==> src/hw/rtl/ppk_pkg.sv <==
`timescale 1ns / 1ps

package ppk_pkg;

  localparam int COORD_W    = 14;
  localparam int STEP_W     = 16;
  localparam int SPU_W      = 24;
  localparam int RELOAD_W   = 16;
  localparam int CFG_IDX_W  = 3;
  localparam int CFG_DATA_W = 24;

  localparam int STEP_BITS_DEF      = 16;
  localparam int SQRT_FRAC_BITS_DEF = 8;

  localparam logic [COORD_W-1:0]  BOARD_WIDTH_RST   = 14'd2500;
  localparam logic [SPU_W-1:0]    SPU_RST           = 24'd1668861;
  localparam logic [RELOAD_W-1:0] FAST_RELOAD_RST   = 16'hF03C;
  localparam logic [RELOAD_W-1:0] BASE_INTERVAL_RST = 16'h0FC3;

  typedef enum logic [CFG_IDX_W-1:0] {
    CFG_BOARD_WIDTH   = 3'd0,
    CFG_STEPS_PER_UNIT = 3'd1,
    CFG_FAST_RELOAD   = 3'd2,
    CFG_BASE_INTERVAL = 3'd3
  } cfg_reg_e;

  typedef struct packed {
    logic               kind;
    logic [COORD_W-1:0] x_coord;
    logic [COORD_W-1:0] y_coord;
  } ppk_in_t;

  typedef struct packed {
    logic [STEP_W-1:0]   left_steps;
    logic [STEP_W-1:0]   right_steps;
    logic [RELOAD_W-1:0] left_reload;
    logic [RELOAD_W-1:0] right_reload;
    logic                reload_valid;
    logic                saturated;
  } ppk_out_t;

endpackage

==> src/hw/rtl/polar_plotter_kinematics.sv <==
`timescale 1ns / 1ps

// Channel   Dir  Handshake             Payload
// in        in   in_valid_i/in_stall_o  in_req_i  (kind, x_coord, y_coord)
// out       out  out_valid_o/out_stall_i out_res_o (steps, reloads, flags)
// cfg       in   cfg_valid_i/cfg_ready_o cfg_index_i, cfg_data_i
//
// One request at a time through a shared multiplier and a shared subtractor.
// Per cable: two squares, a radicand load, ROOT_W root steps, scale and clamp
// (ROOT_W = 23 at defaults). A start point then takes a difference and a pick,
// as does an end point that needs no divide; one that does also runs a reload
// multiply and the 32-step restoring divide.
// Reset clears the sequencer, the output valid and the stored start targets; no sweep.
// A stalled result holds in the output register; the next request is taken once the
// sequencer has handed its result over.
module polar_plotter_kinematics #(
  parameter int STEP_BITS      = ppk_pkg::STEP_BITS_DEF,
  parameter int SQRT_FRAC_BITS = ppk_pkg::SQRT_FRAC_BITS_DEF
) (
  input  logic                             clk_i,
  input  logic                             rst_ni,
  input  logic                             in_valid_i,
  output logic                             in_stall_o,
  input  ppk_pkg::ppk_in_t                 in_req_i,
  output logic                             out_valid_o,
  input  logic                             out_stall_i,
  output ppk_pkg::ppk_out_t                out_res_o,
  input  logic                             cfg_valid_i,
  output logic                             cfg_ready_o,
  input  logic [ppk_pkg::CFG_IDX_W-1:0]    cfg_index_i,
  input  logic [ppk_pkg::CFG_DATA_W-1:0]   cfg_data_i
);

  import ppk_pkg::*;

  localparam int SQ_W     = 2 * COORD_W;
  localparam int RAD_W    = SQ_W + 1 + 2 * SQRT_FRAC_BITS;
  localparam int ROOT_W   = (RAD_W + 1) / 2;
  localparam int SUB_W    = ROOT_W + 2;
  localparam int MUL_W    = ROOT_W + SPU_W;
  localparam int SHIFT    = SQRT_FRAC_BITS + 16;
  localparam int SH_W     = MUL_W - SHIFT;
  localparam int LIM_W    = (STEP_BITS < STEP_W) ? STEP_BITS : STEP_W;
  localparam int DIV_W    = 2 * RELOAD_W;
  localparam int ITER_MAX = (ROOT_W > DIV_W) ? ROOT_W : DIV_W;
  localparam int CNT_W    = $clog2(ITER_MAX);

  typedef enum logic [3:0] {
    S_IDLE, S_SQX, S_SQY, S_RAD, S_SQRT, S_SCALE, S_CLAMP,
    S_DIFF, S_PICK, S_MULR, S_DLOAD, S_DIV, S_RFIN, S_DONE
  } state_e;

  state_e state_q;

  logic [COORD_W-1:0]  board_width_q;
  logic [SPU_W-1:0]    spu_q;
  logic [RELOAD_W-1:0] fast_reload_q;
  logic [RELOAD_W-1:0] base_interval_q;

  logic [STEP_W-1:0]   start_l_q, start_r_q;

  logic                kind_q, side_q, sat_q, slow_left_q;
  logic [COORD_W-1:0]  x_q, y_q;
  logic [SQ_W-1:0]     sq_q;
  logic [MUL_W-1:0]    mul_q;
  logic [2*ROOT_W-1:0] rad_q;
  logic [ROOT_W-1:0]   root_q;
  logic [SUB_W-1:0]    rem_q;
  logic [DIV_W-1:0]    div_q;
  logic [CNT_W-1:0]    cnt_q;
  logic [STEP_W-1:0]   lt_q, rt_q, dl_q, dr_q, long_q, short_q;
  logic [RELOAD_W-1:0] lr_q, rr_q;
  logic                out_valid_q;
  ppk_out_t            out_q;

  // horizontal distance of the current cable
  logic [COORD_W:0]   dx_r;
  logic [COORD_W-1:0] adx;

  always_comb begin
    dx_r = {1'b0, board_width_q} - {1'b0, x_q};
    if (!side_q) begin
      adx = x_q;
    end else if (dx_r[COORD_W]) begin
      adx = COORD_W'(-dx_r);
    end else begin
      adx = dx_r[COORD_W-1:0];
    end
  end

  // shared multiplier
  logic [ROOT_W-1:0] mul_a;
  logic [SPU_W-1:0]  mul_b;
  logic [MUL_W-1:0]  mul_p;

  always_comb begin
    case (state_q)
      S_SQY: begin
        mul_a = ROOT_W'(y_q);
        mul_b = SPU_W'(y_q);
      end
      S_SCALE: begin
        mul_a = root_q;
        mul_b = spu_q;
      end
      S_MULR: begin
        mul_a = ROOT_W'(long_q);
        mul_b = SPU_W'(base_interval_q);
      end
      default: begin
        mul_a = ROOT_W'(adx);
        mul_b = SPU_W'(adx);
      end
    endcase
    mul_p = mul_a * mul_b;
  end

  // shared compare and subtract: root digits and quotient bits
  logic [SUB_W-1:0] sub_cand, sub_trial, sub_diff;
  logic [SUB_W:0]   sub_full;
  logic             sub_ge;

  always_comb begin
    if (state_q == S_DIV) begin
      sub_cand  = SUB_W'({rem_q[RELOAD_W-1:0], div_q[DIV_W-1]});
      sub_trial = SUB_W'(short_q);
    end else begin
      sub_cand  = {rem_q[SUB_W-3:0], rad_q[2*ROOT_W-1 -: 2]};
      sub_trial = {root_q, 2'b01};
    end
    sub_full = {1'b0, sub_cand} - {1'b0, sub_trial};
    sub_ge   = ~sub_full[SUB_W];
    sub_diff = sub_full[SUB_W-1:0];
  end

  // scale result and clamp
  logic [SH_W-1:0]   scaled;
  logic              over;
  logic [STEP_W-1:0] steps;
  logic [SQ_W:0]     sq_sum;

  always_comb begin
    scaled = mul_q[MUL_W-1:SHIFT];
    over   = |scaled[SH_W-1:LIM_W];
    steps  = over ? STEP_W'({LIM_W{1'b1}}) : STEP_W'(scaled[LIM_W-1:0]);
    sq_sum = {1'b0, sq_q} + {1'b0, mul_q[SQ_W-1:0]};
  end

  logic in_fire, out_free;
  assign in_fire  = in_valid_i && (state_q == S_IDLE);
  assign out_free = !out_valid_q || !out_stall_i;

  always_ff @(posedge clk_i or negedge rst_ni) begin
    if (!rst_ni) begin
      state_q         <= S_IDLE;
      out_valid_q     <= 1'b0;
      start_l_q       <= '0;
      start_r_q       <= '0;
      board_width_q   <= BOARD_WIDTH_RST;
      spu_q           <= SPU_RST;
      fast_reload_q   <= FAST_RELOAD_RST;
      base_interval_q <= BASE_INTERVAL_RST;
    end else begin
      if (cfg_valid_i) begin
        unique case (cfg_index_i)
          CFG_BOARD_WIDTH:    board_width_q   <= cfg_data_i[COORD_W-1:0];
          CFG_STEPS_PER_UNIT: spu_q           <= cfg_data_i[SPU_W-1:0];
          CFG_FAST_RELOAD:    fast_reload_q   <= cfg_data_i[RELOAD_W-1:0];
          CFG_BASE_INTERVAL:  base_interval_q <= cfg_data_i[RELOAD_W-1:0];
          default: ;
        endcase
      end

      // load a new result, or drop the one just taken
      if (state_q == S_DONE && out_free) begin
        out_valid_q <= 1'b1;
      end else if (out_valid_q && !out_stall_i) begin
        out_valid_q <= 1'b0;
      end

      unique case (state_q)
        S_IDLE: begin
          if (in_fire) begin
            kind_q  <= in_req_i.kind;
            x_q     <= in_req_i.x_coord;
            y_q     <= in_req_i.y_coord;
            side_q  <= 1'b0;
            sat_q   <= 1'b0;
            lr_q    <= '0;
            rr_q    <= '0;
            state_q <= S_SQX;
          end
        end
        S_SQX: begin
          mul_q   <= mul_p;
          state_q <= S_SQY;
        end
        S_SQY: begin
          sq_q    <= mul_q[SQ_W-1:0];
          mul_q   <= mul_p;
          state_q <= S_RAD;
        end
        S_RAD: begin
          rad_q   <= (2*ROOT_W)'(sq_sum) << (2 * SQRT_FRAC_BITS);
          rem_q   <= '0;
          root_q  <= '0;
          cnt_q   <= CNT_W'(ROOT_W - 1);
          state_q <= S_SQRT;
        end
        S_SQRT: begin
          rem_q  <= sub_ge ? sub_diff : sub_cand;
          root_q <= {root_q[ROOT_W-2:0], sub_ge};
          rad_q  <= rad_q << 2;
          cnt_q  <= cnt_q - 1'b1;
          if (cnt_q == '0) begin
            state_q <= S_SCALE;
          end
        end
        S_SCALE: begin
          mul_q   <= mul_p;
          state_q <= S_CLAMP;
        end
        S_CLAMP: begin
          if (over) begin
            sat_q <= 1'b1;
          end
          if (!side_q) begin
            lt_q    <= steps;
            side_q  <= 1'b1;
            state_q <= S_SQX;
          end else begin
            rt_q    <= steps;
            state_q <= S_DIFF;
          end
        end
        S_DIFF: begin
          dl_q    <= (lt_q > start_l_q) ? lt_q - start_l_q : start_l_q - lt_q;
          dr_q    <= (rt_q > start_r_q) ? rt_q - start_r_q : start_r_q - rt_q;
          state_q <= S_PICK;
        end
        S_PICK: begin
          if (!kind_q) begin
            start_l_q <= lt_q;
            start_r_q <= rt_q;
            state_q   <= S_DONE;
          end else if (dl_q == dr_q) begin
            lr_q    <= fast_reload_q;
            rr_q    <= fast_reload_q;
            state_q <= S_DONE;
          end else begin
            slow_left_q <= (dr_q > dl_q);
            long_q      <= (dr_q > dl_q) ? dr_q : dl_q;
            short_q     <= (dr_q > dl_q) ? dl_q : dr_q;
            if (dr_q > dl_q) begin
              rr_q <= fast_reload_q;
            end else begin
              lr_q <= fast_reload_q;
            end
            // shorter motor does not move: reload stays 0, flag it
            if (dl_q == '0 || dr_q == '0) begin
              sat_q   <= 1'b1;
              state_q <= S_DONE;
            end else begin
              state_q <= S_MULR;
            end
          end
        end
        S_MULR: begin
          mul_q   <= mul_p;
          state_q <= S_DLOAD;
        end
        S_DLOAD: begin
          div_q   <= mul_q[DIV_W-1:0];
          rem_q   <= '0;
          cnt_q   <= CNT_W'(DIV_W - 1);
          state_q <= S_DIV;
        end
        S_DIV: begin
          rem_q <= sub_ge ? sub_diff : sub_cand;
          div_q <= {div_q[DIV_W-2:0], sub_ge};
          cnt_q <= cnt_q - 1'b1;
          if (cnt_q == '0) begin
            state_q <= S_RFIN;
          end
        end
        S_RFIN: begin
          // quotient above 16 bits floors the reload at 0
          if (|div_q[DIV_W-1:RELOAD_W]) begin
            sat_q <= 1'b1;
          end else if (slow_left_q) begin
            lr_q <= ~div_q[RELOAD_W-1:0];
          end else begin
            rr_q <= ~div_q[RELOAD_W-1:0];
          end
          state_q <= S_DONE;
        end
        S_DONE: begin
          if (out_free) begin
            out_q.left_steps   <= lt_q;
            out_q.right_steps  <= rt_q;
            out_q.left_reload  <= lr_q;
            out_q.right_reload <= rr_q;
            out_q.reload_valid <= kind_q;
            out_q.saturated    <= sat_q;
            state_q            <= S_IDLE;
          end
        end
        default: state_q <= S_IDLE;
      endcase
    end
  end

  assign in_stall_o  = (state_q != S_IDLE);
  assign out_valid_o = out_valid_q;
  assign out_res_o   = out_q;
  assign cfg_ready_o = 1'b1;

endmodule
==> config.mk <==
export PLATFORM = sky130hd
export DESIGN_NAME = polar_plotter_kinematics
export DESIGN_NICKNAME = d
export VERILOG_FILES = /design/src/hw/rtl/ppk_pkg.sv /design/src/hw/rtl/polar_plotter_kinematics.sv
export SDC_FILE = /design/constraint.sdc
export NUM_CORES = 2
export LEC_CHECK = 0
export BUFFER_PORTS_ARGS = -buffer_cell sky130_fd_sc_hd__buf_2
export CAP_MARGIN = 0
export CORE_AREA = 2 2 341 276
export DETAILED_ROUTE_END_ITERATION = 8
export DIE_AREA = 0 0 343 278
export PLACE_DENSITY = 0.67
export SYNTH_ARGS = -nofsm -noshare
export SYNTH_HDL_FRONTEND = slang
export SYNTH_SLANG_ARGS = --single-unit
==> constraint.sdc <==
create_clock -name clk_i -period 10.51 [get_ports clk_i]
set_input_delay 0.5255 -clock clk_i [delete_from_list [all_inputs] [get_ports clk_i]]
set_output_delay 0.5255 -clock clk_i [all_outputs]
set_load 0.005 [all_outputs]
==> flow_summary_export.csv <==
group,metric,value,unit
outcome,outcome,"finished clean",
timing,finalSetupViolCount,0,
place,dp_cells,5741,
place,placed_area,47500,um2
worst_setup_path,cp_slowest_cell,"fa_1",
floorplan,dieArea,95400,um2
timing,worst_slack,325,ps
global_routing,grt_max_degree,80,
timing,slew_violations,0,
synth,synth_edf_count,414,
routing,ant_nets,0,
synth,yosysMostFrequentCell,"inv_1",
place,io_buffers,128,
job,cap_violations,0,
cts,cts_tree,"built",
synth,synthesis.area,44700,um2
floorplan,coreArea,92100,um2
place,place_ws,-50.3,ps
synth,synth_warnings,0,
worst_setup_path,critPathCaptureType,"flop",
final_layout,num_antenna_cells,0,
hold_path,worst_hold_path_type,"in2reg",
timing,max-slew-margin-rel,19.0,%
timing,finalSetupTns,0,ps
routing,drtIter0Drc,3130,
final_layout,nFillCells,8199,
synth,netlist.area_leader.share,27.8,%
synth,ys_ff_latch,521,
global_routing,grt_pass1_wl,198000,um
synth,syn-num-nets,5281,
floorplan,initial_core_util,48.5,%
cts,cts_sinks,521,
worst_setup_path,crit_top_cell,"fa_1",
cts,cts_max_path_buffers,3,
worst_setup_path,worst-setup-path-type,"reg2reg",
cts,clock-root-buffer,"clkbuf_16",
timing,final.period_utilization,96.9,%
floorplan,ioPinCount,130,
worst_setup_path,cp-start-kind,"flop",
timing,period_needed,10190,ps
synth,syn_inst,4433,
worst_setup_path,critPathMaxFanout,15,
synth,ys_top_cells_by_count,"inv_1 (671), nand2_1 (648), fa_1 (466)",
routing,via_count,33015,
cts,clkLatencyLatePin,670,ps
timing,timing.fmax,98.2,MHz
routing,first_pass_iters,6,
global_routing,grt_overflow,0,
place,place.gp.congestion,1.01,
final_layout,seqCellArea,15200,um2
place,place_hpwl,103000,um
timing,hold_viol_final,0,
floorplan,fp.dieH,278,um
final_layout,areaGrowthSynthToFinish,11.1,%
final_layout,layout-drive-gt1-share,13.1,%
worst_setup_path,cp.required,10840,ps
timing,skew,82.0,ps
global_routing,grt.total_usage,27.3,%
timing,worst_pin_slew,1210,ps
routing,drc,0,
worst_setup_path,cp_slowest_stage_delay,600,ps
cts,clkTransAtPathRegs,60,ps
synth,ys_dominant_reg_cell,"edfxtp_1",
synth,yosysSeqAreaShare,33.9,%
synth,yosys.area.top_type,"edfxtp_1",
floorplan,die_w,343,um
synth,async_flop_share,20.5,%
final_layout,multi_input_area,26600,um2
cts,cts_max_level,2,
synth,synth.area.top_cells,"edfxtp_1 (28%), fa_1 (21%), ha_1 (9.0%)",
final_layout,final_cell_area,49600,um2
worst_setup_path,critPathArrivalTime,10520,ps
global_routing,antenna_found_initial,2,
routing,routedWlPerCell,22.1,um
synth,synth_cell_types,90,
final_layout,fin_cells,5852,
synth,syn_avg_cell_area,10.1,um2
global_routing,grt_pass1_vias,32502,
cts,cts_inserted_buffers,54,
routing,wl,130000,um
routing,routed_via_density,5.64,
final_layout,nets,5430,
floorplan,placement_rows,100,
area by class of cell:
type	count	share of cell area (%)
Clock buffer	66	2.96
Multi-Input combinational cell	3056	53.6
Sequential cell	521	30.5
Timing Repair Buffer	277	3.79
Tap cell	1224	3.09
Clock inverter	36	0.970
Inverter	672	5.08
path summary, 6_finish.rpt:
kind	start	endpoint	slack (ps)	depth (start not counted)
worst max-delay path	board_width_q[0]	mul_q[44]	320	37
worst max register to register	board_width_q[0]	mul_q[44]	320	37
max in group asynchronous	rst_ni	board_width_q[9]	9090	3
min in group asynchronous	rst_ni	state_q[2]	270	2
worst min register to register	lr_q[9]	out_res_o[27]	420	0
worst min-delay path	in_req_i[8]	y_q[8]	40	1
worst max-delay path, delay by kind of cell (launching register included):
family | cells | cell delay [ps]
buffers and inverters | 7 | 670
XOR/XNOR | 1 | 140
flip-flops | 1 | 360
multiplexers | 1 | 340
adder cells (fa/ha/maj) | 10 | 4430
AO/OA/AOI/OAI | 9 | 1760
AND/OR/NAND/NOR | 9 | 2160
state kept, by name (all words and copies together), names as in the netlist, 23 cells and up:
name	cells
sq_q	28
root_q	23
mul_q	47
rem_q	23
rad_q	30
div_q	32
out_res_o	66
spu_q	24
stage by stage:
stage / util, % / hold slack, ps
after floorplan: - / 230
after global placement: 51.5 / 395
after detailed placement: 51.5 / 395
after CTS: 53.7 / 0.156
after global routing: 53.9 / 20.1
final: 53.9 / 42.2
routing by layer:
metal | vias up | wire (um) | global-route usage, %
met5 | - | 42 | 0
met4 | 6 | 3740 | 6.70
met3 | 227 | 12800 | 6.59
met2 | 1330 | 55800 | 40.3
met1 | 16517 | 57100 | 40.5
li1 | 14935 | - | -
logic make-up (layout without fill, tap and decap cells):
group                    count (synthesis)  in the layout  synth area share (%)
XOR/XNOR                               128            128                  2.51
flip-flops                             521            521                  33.9
adder cells (fa/ha/maj)                787            787                  29.9
other                                    1              1               0.00839
AO/OA/AOI/OAI                          636            636                  9.21
multiplexers                           162            162                  3.93
buffers and inverters                  856           1051                  7.28
AND/OR/NAND/NOR                       1342           1342                  13.3
layout by cell type, fill, tap and decap left out, drive strengths merged, types with 80 or more instances in the layout:
cell type / count
nor2: 320
fa: 466
edfxtp: 414
xnor2: 80
nand2: 648
inv: 679
o21ai: 174
a21oi: 173
buf: 273
mux2: 109
ha: 321
what timing repair did:
item / 4_1_cts / 5_1_grt
hold buffers: 4 / 0
hold endpoints to repair: 5 / 0
gates cloned: 0 / 0
setup buffers: 0 / 5
resized for setup: 2 / 28
pin swaps: 0 / 3
endpoints found under the setup margin: 4 / 11
Power is left out: the tool's default activity adds up to more than one toggle a clock period on the data nets, which glitch-free logic cannot reach.
